<file path="config.mk">
export PLATFORM = sky130hd
export DESIGN_NAME = pyuv420_pos
export DESIGN_NICKNAME = d
export VERILOG_FILES = /design/src/hw/rtl/pyuv420_pkg.sv /design/src/hw/rtl/pyuv420_pos.sv
export SDC_FILE = /design/constraint.sdc
export NUM_CORES = 1
export LEC_CHECK = 0
export BUFFER_PORTS_ARGS = -buffer_cell sky130_fd_sc_hd__buf_2
export CORE_UTILIZATION = 55
export DETAILED_ROUTE_END_ITERATION = 8
export GPL_TIMING_DRIVEN = 0
export PLACE_DENSITY = 0.83
export SLEW_MARGIN = 20
export SYNTH_ARGS = -nofsm -noshare
export SYNTH_HDL_FRONTEND = slang
export SYNTH_SLANG_ARGS = --single-unit
</file>
<file path="constraint.sdc">
create_clock -name i_clk -period 6.5 [get_ports i_clk]
set_input_delay 0.325 -clock i_clk [delete_from_list [all_inputs] [get_ports i_clk]]
set_output_delay 0.325 -clock i_clk [all_outputs]
set_load 0.02 [all_outputs]
</file>
<file path="src/hw/rtl/pyuv420_pkg.sv">
// Shared types and constants for the packed 4:2:2 to planar 4:2:0 converter.
`default_nettype none

package pyuv420_pkg;

    localparam int APB_AW = 4;
    localparam int APB_DW = 32;

    localparam logic [1:0] REG_GROUPS_PER_ROW = 2'd0;
    localparam logic [1:0] REG_INTERLACED     = 2'd1;
    localparam logic [1:0] REG_UYVY_ORDER     = 2'd2;

    localparam logic [11:0] GROUPS_PER_ROW_RST = 12'd960;

    typedef struct packed {
        logic [11:0] groups_per_row;
        logic        interlaced;
        logic        uyvy_order;
    } t_cfg;

endpackage

`default_nettype wire

</file>
<file path="src/hw/rtl/pyuv420_pos.sv">
// Column and row tracker: position of the current macropixel and row pairing.
`default_nettype none

module pyuv420_pos
    import pyuv420_pkg::*;
#(
    parameter int MAX_GROUPS = 2048,
    parameter int MAX_ROWS   = 4096,
    localparam int CW = (MAX_GROUPS > 1) ? $clog2(MAX_GROUPS) : 1,
    localparam int RW = $clog2(MAX_ROWS),
    localparam int LW = $clog2(MAX_GROUPS + 1)
) (
    input  wire logic          i_clk,
    input  wire logic          i_rst_n,
    input  wire logic          i_advance,
    input  wire logic          i_frame_start,
    input  wire t_cfg          i_cfg,
    output logic      [CW-1:0] o_col,
    output logic      [RW-1:0] o_row,
    output logic               o_lower,
    output logic               o_slot
);

    logic [CW-1:0] r_col, n_col, c0, c1;
    logic [RW-1:0] r_row, n_row, r0, r1;
    logic [LW-1:0] len, cn;
    logic [31:0]   row_ext;

    function automatic logic [RW-1:0] row_inc(input logic [RW-1:0] r);
        return (32'(r) >= MAX_ROWS - 1) ? '0 : r + RW'(1);
    endfunction

    always_comb begin
        if (i_cfg.groups_per_row == '0) begin
            len = LW'(1);
        end else if (32'(i_cfg.groups_per_row) > MAX_GROUPS) begin
            len = LW'(MAX_GROUPS);
        end else begin
            len = LW'(i_cfg.groups_per_row);
        end
    end

    always_comb begin
        c0 = i_frame_start ? '0 : r_col;
        r0 = i_frame_start ? '0 : r_row;
        // close the row first if the row length shrank under the column
        if (LW'(c0) >= len) begin
            c1 = '0;
            r1 = row_inc(r0);
        end else begin
            c1 = c0;
            r1 = r0;
        end
        cn = LW'(c1) + LW'(1);
        if (cn >= len) begin
            n_col = '0;
            n_row = row_inc(r1);
        end else begin
            n_col = CW'(cn);
            n_row = r1;
        end
    end

    assign row_ext = 32'(r1);
    assign o_lower = i_cfg.interlaced ? row_ext[1] : row_ext[0];
    assign o_slot  = i_cfg.interlaced & row_ext[0];
    assign o_col   = c1;
    assign o_row   = r1;

    always_ff @(posedge i_clk) begin
        if (!i_rst_n) begin
            r_col <= '0;
            r_row <= '0;
        end else if (i_advance) begin
            r_col <= n_col;
            r_row <= n_row;
        end
    end

endmodule

`default_nettype wire

</file>
==> results.yml <==
cts:
  clockRootBuffer: "clkbuf_8"
  htree_num_levels: 1
  clkSlewWorstSetupHoldPaths_ns: 0.08
  cts_hold_buffers: 0
  clock_latency_ns: 0.27
  cts_resized: 0
  cts_buffers: 3
  cts_buffer_depth: 2
  postCtsSetupRepairBufs: 0
  cts.sinks: 23
  cts_tree: "done"
synth:
  avgSynthCellArea_um2: 7.30
  ys_ff_latch: 23
  yosysSeqAreaShare: 0.179
  synthesis.nets: 395
  synth.distinct_cells: 59
  syn_area_um2: 2570
  synth_top_area_frac: 0.179
  yosys_warnings: 0
  ys.flop_type: "dfxtp_1"
  synth.top_cells.by_area: "dfxtp_1 (18%), ha_1 (12%), nand2_1 (7.4%)"
  syn_inst: 352
  ys_async_sr_fraction: 0
  synth_edf_count: 0
  yosysTopAreaCell: "dfxtp_1"
floorplanning:
  fp.dieH_um: 70.4
  core-area_um2: 4410
  io_pins: 43
  initial_core_util: 0.582
  rows: 24
  die_w_um: 70.4
  die-area_um2: 4950
power:
  p_leak_nw: 1.30
  finalPower_mw: 0.304
  power_density_nw_per_um2: 106
  ir_drop_mv: 0.120
routing:
  ant_nets: 0
  vias: 2713
  wl_per_cell_um: 15.4
  drt_pre_antenna_iters: 5
  via_per_inst: 6.06
  drc: 0
  drtIter0Drc: 243
  drt-total-wl_um: 6910
timing:
  fin_crit_ns: 5.76
  hold_slack_ns: 0.352
  fin_crit_sh: 0.886
  max_slew_margin: 0.504
  hold_viol: 0
  rsz0062_at_grt: "false"
  slew_viol_final: 0
  tightest_slew_ns: 0.736
  setup_viol: 0
  fmax_mhz: 174
  finalSetupTns_ns: 0
  fin_skew_ns: 0.00242
status:
  status: "completed"
global_route:
  grt_pass1_vias: 2475
  antenna_found_initial: 0
  grt_pass1_wl_um: 11700
  grt_use_total: 0.288
  globalRouteOverflowTotal: 0
  grt_max_degree: 13
layout:
  drive_gt1_frac: 0.164
  final_nets: 440
  final-instance-count-excl-fill: 448
  synthToLayoutAreaGrowth_pct: 12.1
  diodes: 0
placed_design:
  hpwl_um: 5570
  numPortBuffers: 40
  numPlacedInstances: 444
  place_congestion: 0.882
worst_setup_path:
  cp_num_buf_inv: 7
  max_stage_delay_ns: 0.56
  critPathLaunchType: "primary input"
  arrival_ns: 5.94
  critical-path-top-delay-family: "compound AO/OA/AOI/OAI gates"
  crit_path_max_fanout: 10
  endpoint_kind: "register"
  critPathRequiredTime_ns: 6.68
  slowest_stage: "a2111oi_4"
  path_class: "in -> reg"
flow_run:
  maxCapViolations: 0
min_path:
  hp-class: "in -> reg"
## path summary, 6_finish.rpt
check | startpoint | endpoint | slack, ns | depth (start not counted)
max reg2reg | r_col[0] | r_row[10] | 1.11 | 21
min | i_rst_n | r_row[1] | 0.35 | 2
min reg2reg | r_row[5] | r_row[5] | 0.50 | 2
max | i_frame_start | r_row[10] | 0.74 | 25
## cells by family (layout without fill, tap and decap cells)
family          after synthesis  in the layout  share of synthesized area
compound gates               79             79                      0.229
mux                           4              4                     0.0209
simple gates                171            171                      0.334
xor+xnor                     19             19                     0.0677
flops                        23             23                      0.179
buf+inv                      31             75                     0.0472
fa+ha+maj                    25             25                      0.122
## cells in the final DEF, fill, tap and decap left out, types with 7 or more instances in the layout
| cell type | netlist | final |
|---|---|---|
| a22oi_1 | 7 | 7 |
| nor2_1 | 37 | 37 |
| xor2_1 | 7 | 7 |
| a211oi_1 | 8 | 8 |
| nand4_1 | 8 | 8 |
| o21ai_0 | 10 | 10 |
| xnor2_1 | 11 | 11 |
| dfxtp_1 | 23 | 23 |
| clkbuf_1 | 11 | 12 |
| and3_1 | 11 | 11 |
| buf_2 | 3 | 43 |
| ha_1 | 25 | 25 |
| a21oi_1 | 16 | 16 |
| nor3_1 | 7 | 7 |
| inv_1 | 13 | 13 |
| nor2b_1 | 12 | 12 |
| nand3_1 | 16 | 16 |
| nand2_1 | 51 | 51 |
## state kept, by name (all words and copies together), names as in the netlist
register,count
r_col,11
r_row,12
## routing by layer
metal | vias up | global-route usage | wire length, µm
li1 | 1357 | - | -
met1 | 1219 | 0.431 | 3390
met2 | 126 | 0.438 | 2950
met3 | 11 | 0.0159 | 457
met4 | 0 | 0.0867 | 106
met5 | - | 0 | 0
## per-stage QoR
| step | instance area [µm²] | setup slack, ns | util |
|---|---|---|---|
| floorplan | 2570 | 1.62 | - |
| global placement | 2840 | 0.732 | 0.642 |
| detailed placement | 2840 | 0.567 | 0.642 |
| CTS | 2880 | 0.821 | 0.652 |
| global route | 2880 | 0.231 | 0.652 |
| finish | 2880 | 0.739 | 0.652 |
## worst register-to-register path, stage by stage, from the launching register on
cell and delay (ns):
dfxtp_1 0.46, nand2_1 0.12, ha_1 0.30, nand2b_1 0.17, a2111oi_4 0.56, o211ai_2 0.29, nand2_1 0.18, clkbuf_1 0.33
and3_1 0.21, clkbuf_1 0.23, xnor2_1 0.14, ha_1 0.33, nand4_1 0.13, nor2_1 0.11, o21ai_0 0.08, o21ai_0 0.45
and4_1 0.28, buf_2 0.17, nand3_1 0.11, nor4_1 0.31, xnor2_1 0.12, a211oi_1 0.25
## power breakdown
part / leakage [nW] / switching (mW) / internal [mW]
Combinational: 1.09 / 0.0436 / 0.0240
Clock: 0.0228 / 0.0454 / 0.0438
Sequential: 0.186 / 0.00407 / 0.143
Total: 1.30 / 0.0931 / 0.211
## Yosys cell counts, drive strengths merged (8+ instances only)
master and number:
o21ai 16, clkbuf 12, nor2 37, ha 25
nand3 17, nor2b 12, xnor2 12, nand4 8
a211oi 8, nand2 51, a21oi 18, inv 14
dfxtp 23, and3 11
## final cells by class
cell class / count / area [µm²]
Buffer: 15 / 61.3
Clock buffer: 4 / 45.0
Fill cell: 382 / 1530
Inverter: 16 / 60.1
Multi-Input combinational cell: 298 / 1990
Sequential cell: 23 / 460
Tap cell: 52 / 65.1
Timing Repair Buffer: 40 / 200
Note: power is estimated with default switching activity, not from simulation.
