File: src/hw/rtl/pyuv420_pkg.sv
// Shared types and constants for the packed 4:2:2 to planar 4:2:0 converter.
`default_nettype none

package pyuv420_pkg;

    localparam int APB_AW = 4;
    localparam int APB_DW = 32;

    localparam logic [1:0] REG_GROUPS_PER_ROW = 2'd0;
    localparam logic [1:0] REG_INTERLACED     = 2'd1;
    localparam logic [1:0] REG_UYVY_ORDER     = 2'd2;

    localparam logic [11:0] GROUPS_PER_ROW_RST = 12'd960;

    typedef struct packed {
        logic [11:0] groups_per_row;
        logic        interlaced;
        logic        uyvy_order;
    } t_cfg;

endpackage

`default_nettype wire

File: src/hw/rtl/pyuv420_cfg.sv
// APB register block: row length, interlace mode and byte order.
`default_nettype none

module pyuv420_cfg
    import pyuv420_pkg::*;
(
    input  wire logic              i_clk,
    input  wire logic              i_rst_n,
    input  wire logic              psel,
    input  wire logic              penable,
    input  wire logic              pwrite,
    input  wire logic [APB_AW-1:0] paddr,
    input  wire logic [APB_DW-1:0] pwdata,
    output logic      [APB_DW-1:0] prdata,
    output logic                   pready,
    output t_cfg                   o_cfg
);

    t_cfg       r_cfg;
    t_cfg       n_cfg;
    logic [1:0] reg_idx;
    logic       wr_en;

    assign reg_idx = paddr[3:2];
    assign wr_en   = psel && penable && pwrite;
    assign pready  = 1'b1;

    always_comb begin
        n_cfg = r_cfg;
        if (wr_en) begin
            case (reg_idx)
                REG_GROUPS_PER_ROW: n_cfg.groups_per_row = pwdata[11:0];
                REG_INTERLACED:     n_cfg.interlaced     = pwdata[0];
                REG_UYVY_ORDER:     n_cfg.uyvy_order     = pwdata[0];
                default:            n_cfg = r_cfg;
            endcase
        end
    end

    always_ff @(posedge i_clk) begin
        if (!i_rst_n) begin
            r_cfg.groups_per_row <= GROUPS_PER_ROW_RST;
            r_cfg.interlaced     <= 1'b0;
            r_cfg.uyvy_order     <= 1'b0;
        end else begin
            r_cfg <= n_cfg;
        end
    end

    always_comb begin
        case (reg_idx)
            REG_GROUPS_PER_ROW: prdata = APB_DW'(r_cfg.groups_per_row);
            REG_INTERLACED:     prdata = APB_DW'(r_cfg.interlaced);
            REG_UYVY_ORDER:     prdata = APB_DW'(r_cfg.uyvy_order);
            default:            prdata = '0;
        endcase
    end

    assign o_cfg = r_cfg;

endmodule

`default_nettype wire

File: config.mk
export PLATFORM = sky130hd
export DESIGN_NAME = pyuv420_cfg
export DESIGN_NICKNAME = d
export VERILOG_FILES = /design/src/hw/rtl/pyuv420_pkg.sv /design/src/hw/rtl/pyuv420_cfg.sv
export SDC_FILE = /design/constraint.sdc
export NUM_CORES = 1
export LEC_CHECK = 0
export ABC_AREA = 1
export BUFFER_PORTS_ARGS = -buffer_cell sky130_fd_sc_hd__buf_2
export CAP_MARGIN = 20
export CORE_MARGIN = 2
export CORE_UTILIZATION = 28
export DETAILED_ROUTE_END_ITERATION = 8
export GPL_TIMING_DRIVEN = 0
export PLACE_DENSITY = 0.63
export SLEW_MARGIN = 20
export SYNTH_ARGS = -nofsm -noshare
export SYNTH_HDL_FRONTEND = slang
export SYNTH_SLANG_ARGS = --single-unit
File: constraint.sdc
create_clock -name i_clk -period 2.25 [get_ports i_clk]
set_input_delay 0.225 -clock i_clk [delete_from_list [all_inputs] [get_ports i_clk]]
set_output_delay 0.225 -clock i_clk [all_outputs]
set_load 0.02 [all_outputs]
==> results of run 1 <==
## final cells by class
class / count / area, um^2 / area share
buffer: 25 / 185 / 0.147
sequential: 14 / 280 / 0.222
clock buffer: 4 / 36.3 / 0.0288
timing repair buffer: 44 / 220 / 0.175
inverter: 22 / 82.6 / 0.0655
tap: 44 / 55.1 / 0.0437
multi-input combinational: 97 / 402 / 0.318
## metrics by stage
step / instance area (um^2) / total power, mW
floorplan: 950 / 0.370
global placement: 1220 / 0.406
detailed placement: 1220 / 0.406
CTS: 1260 / 0.593
global route: 1260 / 0.623
finish: 1260 / 0.583
## power by group
| part | switching (mW) | leakage, nW | internal, mW |
|---|---|---|---|
| clock network | 0.0849 | 0.0210 | 0.0984 |
| logic | 0.0864 | 0.637 | 0.0563 |
| registers | 0.00379 | 0.113 | 0.253 |
## worst max-delay path, delay by kind of cell
family	cells	cell delay (ps)
buf+inv	2	280
simple gates	3	500
## logic make-up (layout without fill, tap and decap cells)
logic type / Yosys count / count (layout) / synth area share
AOI/OAI and AO/OA: 2 / 2 / 0.0114
buffers and inverters: 47 / 95 / 0.305
DFF: 14 / 14 / 0.319
other: 2 / 21 / 0.00855
and+or+nand+nor: 74 / 74 / 0.356
## synthesized netlist by cell type
cell,n
a21oi_1,2
buf_2,1
buf_4,22
buf_6,1
clkbuf_1,1
conb_1,2
dfxtp_1,14
inv_1,20
inv_2,2
nand2_1,23
nand2_2,1
nand3_1,16
nor2_1,31
nor2_2,2
nor2_4,1
## path summary, 6_finish.rpt
| kind | start | to | slack [ps] | depth (start not counted) |
|---|---|---|---|---|
| setup / recovery | paddr[2] | prdata[0] | 1010 | 5 |
| hold / removal | pwdata[8] | o_cfg[10]$_SDFFE_PN1P_ | 160 | 3 |
| setup reg to reg | o_cfg[1]$_SDFFE_PN0P_ | o_cfg[1]$_SDFFE_PN0P_ | 1650 | 2 |
| hold reg to reg | o_cfg[10]$_SDFFE_PN1P_ | o_cfg[10]$_SDFFE_PN1P_ | 490 | 2 |
## layer usage
layer,vias to the layer above,global-route usage,part of all wire
met4,0,0.0571,0.015
met3,4,0.0303,0.083
li1,501,-,-
met2,38,0.166,0.43
met5,-,0,0
met1,330,0.137,0.48
==> impl_metrics.env, run 1 <==
export IMPL_status="completed"
export IMPL_cp_arrival_ps=1020
export IMPL_final_common_cell="buf_2"
export IMPL_via_per_inst=3.49
export IMPL_portBuffers=44
export IMPL_setup_tns_ps=0
export IMPL_cts_root_buf="clkbuf_4"
export IMPL_n_antenna_cell=0
export IMPL_first_pass_iters=4
export IMPL_vias=873
export IMPL_rsz0062_at_grt="no"
export IMPL_final_cells=250
export IMPL_cts_path_max_buffers=2
export IMPL_fin_nets=248
export IMPL_tritoncts="built"
export IMPL_boundaryPins=88
export IMPL_ys_warnings_count=0
export IMPL_hp_class="input port to flop"
export IMPL_hold_violations=0
export IMPL_end_kind="primary output"
export IMPL_syn_area_um2=878
export IMPL_die_h_um=60.0
export IMPL_fmax_mhz=806
export IMPL_post_cts_setup_buffers=0
export IMPL_hold_ws_ps=155
export IMPL_grt_antenna_before_repair=0
export IMPL_drive_above_1_share=0.379
export IMPL_ys_seq_area_frac=0.319
export IMPL_synth_area_leaders="dfxtp_1, buf_4, nor2_1, nand2_1, nand3_1"
export IMPL_yosysTopAreaCellShare=0.319
export IMPL_drtIter0Drc=12
export IMPL_wl_per_cell_um=7.67
export IMPL_period_needed_ps=1240
export IMPL_coreArea_um2=3030
export IMPL_final_core_util=0.417
export IMPL_start_util=0.290
export IMPL_routed_wl_mm=1.92
export IMPL_grt_pass1_vias=636
export IMPL_timing_final_crit_share=0.551
export IMPL_htreeDepth=1
export IMPL_clock_sinks=14
export IMPL_cp_slowest_cell="nor2_2"
export IMPL_place_inst=246
export IMPL_path_max_fanout=10
export IMPL_finalClockSkew_ps=0
export IMPL_syn_avg_cell_area_um2=6.32
export IMPL_finalWeightedCongestion=0.728
export IMPL_cp_slowest_stage_delay_ps=320
export IMPL_critPathRequiredTime_ps=2030
export IMPL_most_common_layout_cells="buf_2, nor2_1, nand2_1, buf_4, conb_1"
export IMPL_p_per_area_nw_per_um2=462
export IMPL_grt_usage=0.108
export IMPL_grt_pass1_wl_mm=2.84
export IMPL_synth_seq_cells=14
export IMPL_syn2layout_area_growth_pct=43.6
export IMPL_ys_types=15
export IMPL_hold_buffers=0
export IMPL_numCtsBuffers=3
export IMPL_synth_largest_area_cell="dfxtp_1"
export IMPL_cpMostUsedCell="buf_2"
export IMPL_cap_violations=0
export IMPL_grt_max_degree=11
export IMPL_drc_errors=0
export IMPL_dieArea_um2=3600
export IMPL_dp_hpwl_mm=1.55
export IMPL_num_rows=20
export IMPL_fp_dieW_um=60.0
export IMPL_setup_slack_ps=1010
export IMPL_ir_drop_v=0.000165
export IMPL_globalRoute_totalOverflow=0
export IMPL_largest_reg_flops=14
export IMPL_worstPathCellList="buf_2 > nor2_2 > nand2_1 > nand3_1 > buf_2"
export IMPL_cts_resized=0
export IMPL_syn_inst=139
export IMPL_fillers=323
export IMPL_path_clk_slew_ps=80
export IMPL_ant_nets=0
export IMPL_startpoint_type="input port"
export IMPL_setup_viol=0
export IMPL_clkLatencyLatePin_ps=280
export IMPL_crit_type="input port to primary output"
export IMPL_final_max_slew_viol_count=0
export IMPL_power_leakage_nw=0.771
export IMPL_pre_cts_ws_ps=979
No activity file was read; power rests on OpenSTA's default activity.
==> run 2, diff against run 1 <==
--- a/config.mk
+++ b/config.mk
@@ -5,14 +5,14 @@
 export SDC_FILE = /design/constraint.sdc
 export NUM_CORES = 1
 export LEC_CHECK = 0
-export ABC_AREA = 1
+export ABC_AREA = 0
 export BUFFER_PORTS_ARGS = -buffer_cell sky130_fd_sc_hd__buf_2
 export CAP_MARGIN = 20
 export CORE_MARGIN = 2
 export CORE_UTILIZATION = 28
 export DETAILED_ROUTE_END_ITERATION = 8
 export GPL_TIMING_DRIVEN = 0
-export PLACE_DENSITY = 0.63
+export PLACE_DENSITY = 0.67
 export SLEW_MARGIN = 20
 export SYNTH_ARGS = -nofsm -noshare
 export SYNTH_HDL_FRONTEND = slang
==> constraint.sdc (replaced) <==
create_clock -name i_clk -period 1.1 [get_ports i_clk]
set_input_delay 0.11 -clock i_clk [delete_from_list [all_inputs] [get_ports i_clk]]
set_output_delay 0.11 -clock i_clk [all_outputs]
set_load 0.02 [all_outputs]
==> run 2 against run 1 <==
Compared with the run above: design area is 2.6% higher; power is 100% higher; clock skew stayed put.
==> impl_metrics.env, run 2 <==
export IMPL_most_common_layout_cells="buf_2, buf_4, conb_1, nand2_1, mux2i_1"
export IMPL_grt_pass1_vias=679
export IMPL_clkLatencyLatePin_ps=270
export IMPL_cp_slowest_stage_delay_ps=330
export IMPL_finalClockSkew_ps=0
export IMPL_hold_buffers=0
export IMPL_p_per_area_nw_per_um2=900
export IMPL_synth_area_leaders="dfxtp_1, buf_4, mux2i_1, nand2_1, and2_1"
export IMPL_reg2regPathDepth=2
export IMPL_worstReg2RegEnd="o_cfg[10]$_SDFFE_PN1P_"
export IMPL_ys_top_cells_by_count="buf_4, nand2_1, dfxtp_1"
export IMPL_clock_sinks=14
export IMPL_via_per_inst=4.02
export IMPL_syn_area_um2=861
export IMPL_syn_inst=101
export IMPL_htreeDepth=1
export IMPL_portBuffers=44
export IMPL_period_needed_ps=1060
export IMPL_final_core_util=0.434
export IMPL_async_reset_ff_frac=0
export IMPL_path_max_fanout=3
export IMPL_regToRegStartpoint="o_cfg[10]$_SDFFE_PN1P_"
export IMPL_fp_dieW_um=59.4
export IMPL_num_rows=20
export IMPL_grt_max_degree=11
export IMPL_cp_arrival_ps=950
export IMPL_hold_depth=3
export IMPL_min_from="pwdata[3]"
export IMPL_setup_viol=0
export IMPL_path_clk_slew_ps=80
export IMPL_synth_seq_cells=14
export IMPL_vias=817
export IMPL_holdPathEnd="o_cfg[5]$_SDFFE_PN0P_"
export IMPL_finalPower_mw=1.16
export IMPL_boundaryPins=88
export IMPL_hold_ws_ps=68.7
export IMPL_cap_violations=0
export IMPL_fin_nets=212
export IMPL_power_leakage_nw=0.678
export IMPL_rsz0062_at_grt="yes"
export IMPL_synth_largest_area_cell="dfxtp_1"
export IMPL_ys_seq_area_frac=0.326
export IMPL_hp_class="input port to flop"
export IMPL_wl_per_cell_um=9.37
export IMPL_grt_pass1_wl_mm=2.99
export IMPL_finalWeightedCongestion=0.683
export IMPL_ff2ff_setup_slack_ps=470
export IMPL_syn2layout_area_growth_pct=50.3
export IMPL_ant_nets=0
export IMPL_cts_path_max_buffers=2
export IMPL_cts_root_buf="clkbuf_4"
export IMPL_dieArea_um2=3530
export IMPL_grt_antenna_before_repair=0
export IMPL_final_common_cell="buf_2"
export IMPL_die_h_um=59.4
export IMPL_largest_reg_flops=14
export IMPL_synth_flop_cell="dfxtp_1"
export IMPL_syn_avg_cell_area_um2=8.52
export IMPL_status="completed"
export IMPL_fmax_mhz=940
export IMPL_grt_usage=0.114
export IMPL_place_inst=197
export IMPL_ys_types=19
export IMPL_globalRoute_totalOverflow=0
export IMPL_cp_buffers_inverters=1
export IMPL_seq_area_um2=289
export IMPL_yosysTopAreaCellShare=0.326
export IMPL_drtIter0Drc=7
export IMPL_cp_top_family="flip-flops"
export IMPL_first_pass_iters=2
export IMPL_n_antenna_cell=0
export IMPL_drive_above_1_share=0.535
export IMPL_fillers=324
export IMPL_final_cells=203
export IMPL_start_util=0.289
export IMPL_ir_drop_v=0.000368
export IMPL_cp_slowest_cell="dfxtp_2"
export IMPL_routed_wl_mm=1.90
export IMPL_numCtsBuffers=3
export IMPL_worstPathCellList="mux2i_1 > o21ai_1 > buf_4"
export IMPL_tritoncts="built"
export IMPL_synth_most_common_cell="buf_4"
export IMPL_synth_edff_count=0
export IMPL_hold_violations=0
export IMPL_final_max_slew_viol_count=0
export IMPL_timing_final_crit_share=0.967
export IMPL_multi_input_area_um2=469
export IMPL_dp_hpwl_mm=1.53
export IMPL_end_kind="primary output"
export IMPL_coreArea_um2=2980
export IMPL_drc_errors=0
export IMPL_critPathRequiredTime_ps=990
export IMPL_startpoint_type="flop"
export IMPL_ys_warnings_count=0
export IMPL_crit_type="flop to primary output"
-- run 2: logic make-up after synthesis --
group           after synthesis  share of synthesized area
simple gates                 39                      0.253
buf+inv                      30                      0.244
flops                        14                      0.326
mux                          11                      0.128
compound gates                5                     0.0407
other cells                   2                    0.00872
-- run 2: what timing repair did --
action                                  4_1_cts  5_1_grt
endpoints found under the setup margin       12        6
gates resized for setup                      13        4
pin swaps                                     3        1
setup buffers                                 1        1
-- run 2: layout make-up --
| class | instances | share of cell area |
|---|---|---|
| Tap cell | 33 | 0.0319 |
| Inverter | 4 | 0.0116 |
| Buffer | 26 | 0.151 |
| Sequential cell | 14 | 0.223 |
| Multi-Input combinational cell | 76 | 0.363 |
| Timing Repair Buffer | 46 | 0.191 |
| Clock buffer | 4 | 0.0280 |
-- run 2: worst min-delay path: cells and delay by family --
kind,cells,cell delay (ps)
muxes,1,60
and+or+nand+nor,1,40
buffers and inverters,1,90
-- run 2: through the flow --
step                setup TNS, ps  instance area [um^2]  setup slack (ps)
finish                          0                  1290              36.6
global route                -67.2                  1290             -33.8
CTS                             0                  1280              4.69
detailed placement          -1430                  1210              -140
global placement            -1430                  1210              -148
floorplan                       0                   952               112
-- run 2: power by group --
group	leakage (nW)	internal [mW]	total, mW	switching [mW]
clock	0.0210	0.201	0.362	0.161
combinational	0.544	0.122	0.283	0.162
sequential	0.113	0.515	0.520	0.00481
total	0.678	0.838	1.16	0.327
-- run 2: worst max path at each step --
| stage | from | cells after the start | to |
|---|---|---|---|
| after floorplan | o_cfg[0]$_SDFFE_PN0P_ | 2 | prdata[0] |
| after global placement | paddr[2] | 5 | prdata[10] |
| after global routing | o_cfg[0]$_SDFFE_PN0P_ | 3 | prdata[0] |
| after CTS | o_cfg[10]$_SDFFE_PN1P_ | 3 | prdata[8] |
| after detailed placement | paddr[2] | 5 | prdata[10] |
| final | o_cfg[0]$_SDFFE_PN0P_ | 3 | prdata[0] |
-- run 2: layer usage --
| layer | share of wire | track usage |
|---|---|---|
| met1 | 0.41 | 0.126 |
| met2 | 0.50 | 0.203 |
| met3 | 0.079 | 0.0262 |
| met4 | 0.0058 | 0.0584 |
| met5 | 0 | 0 |
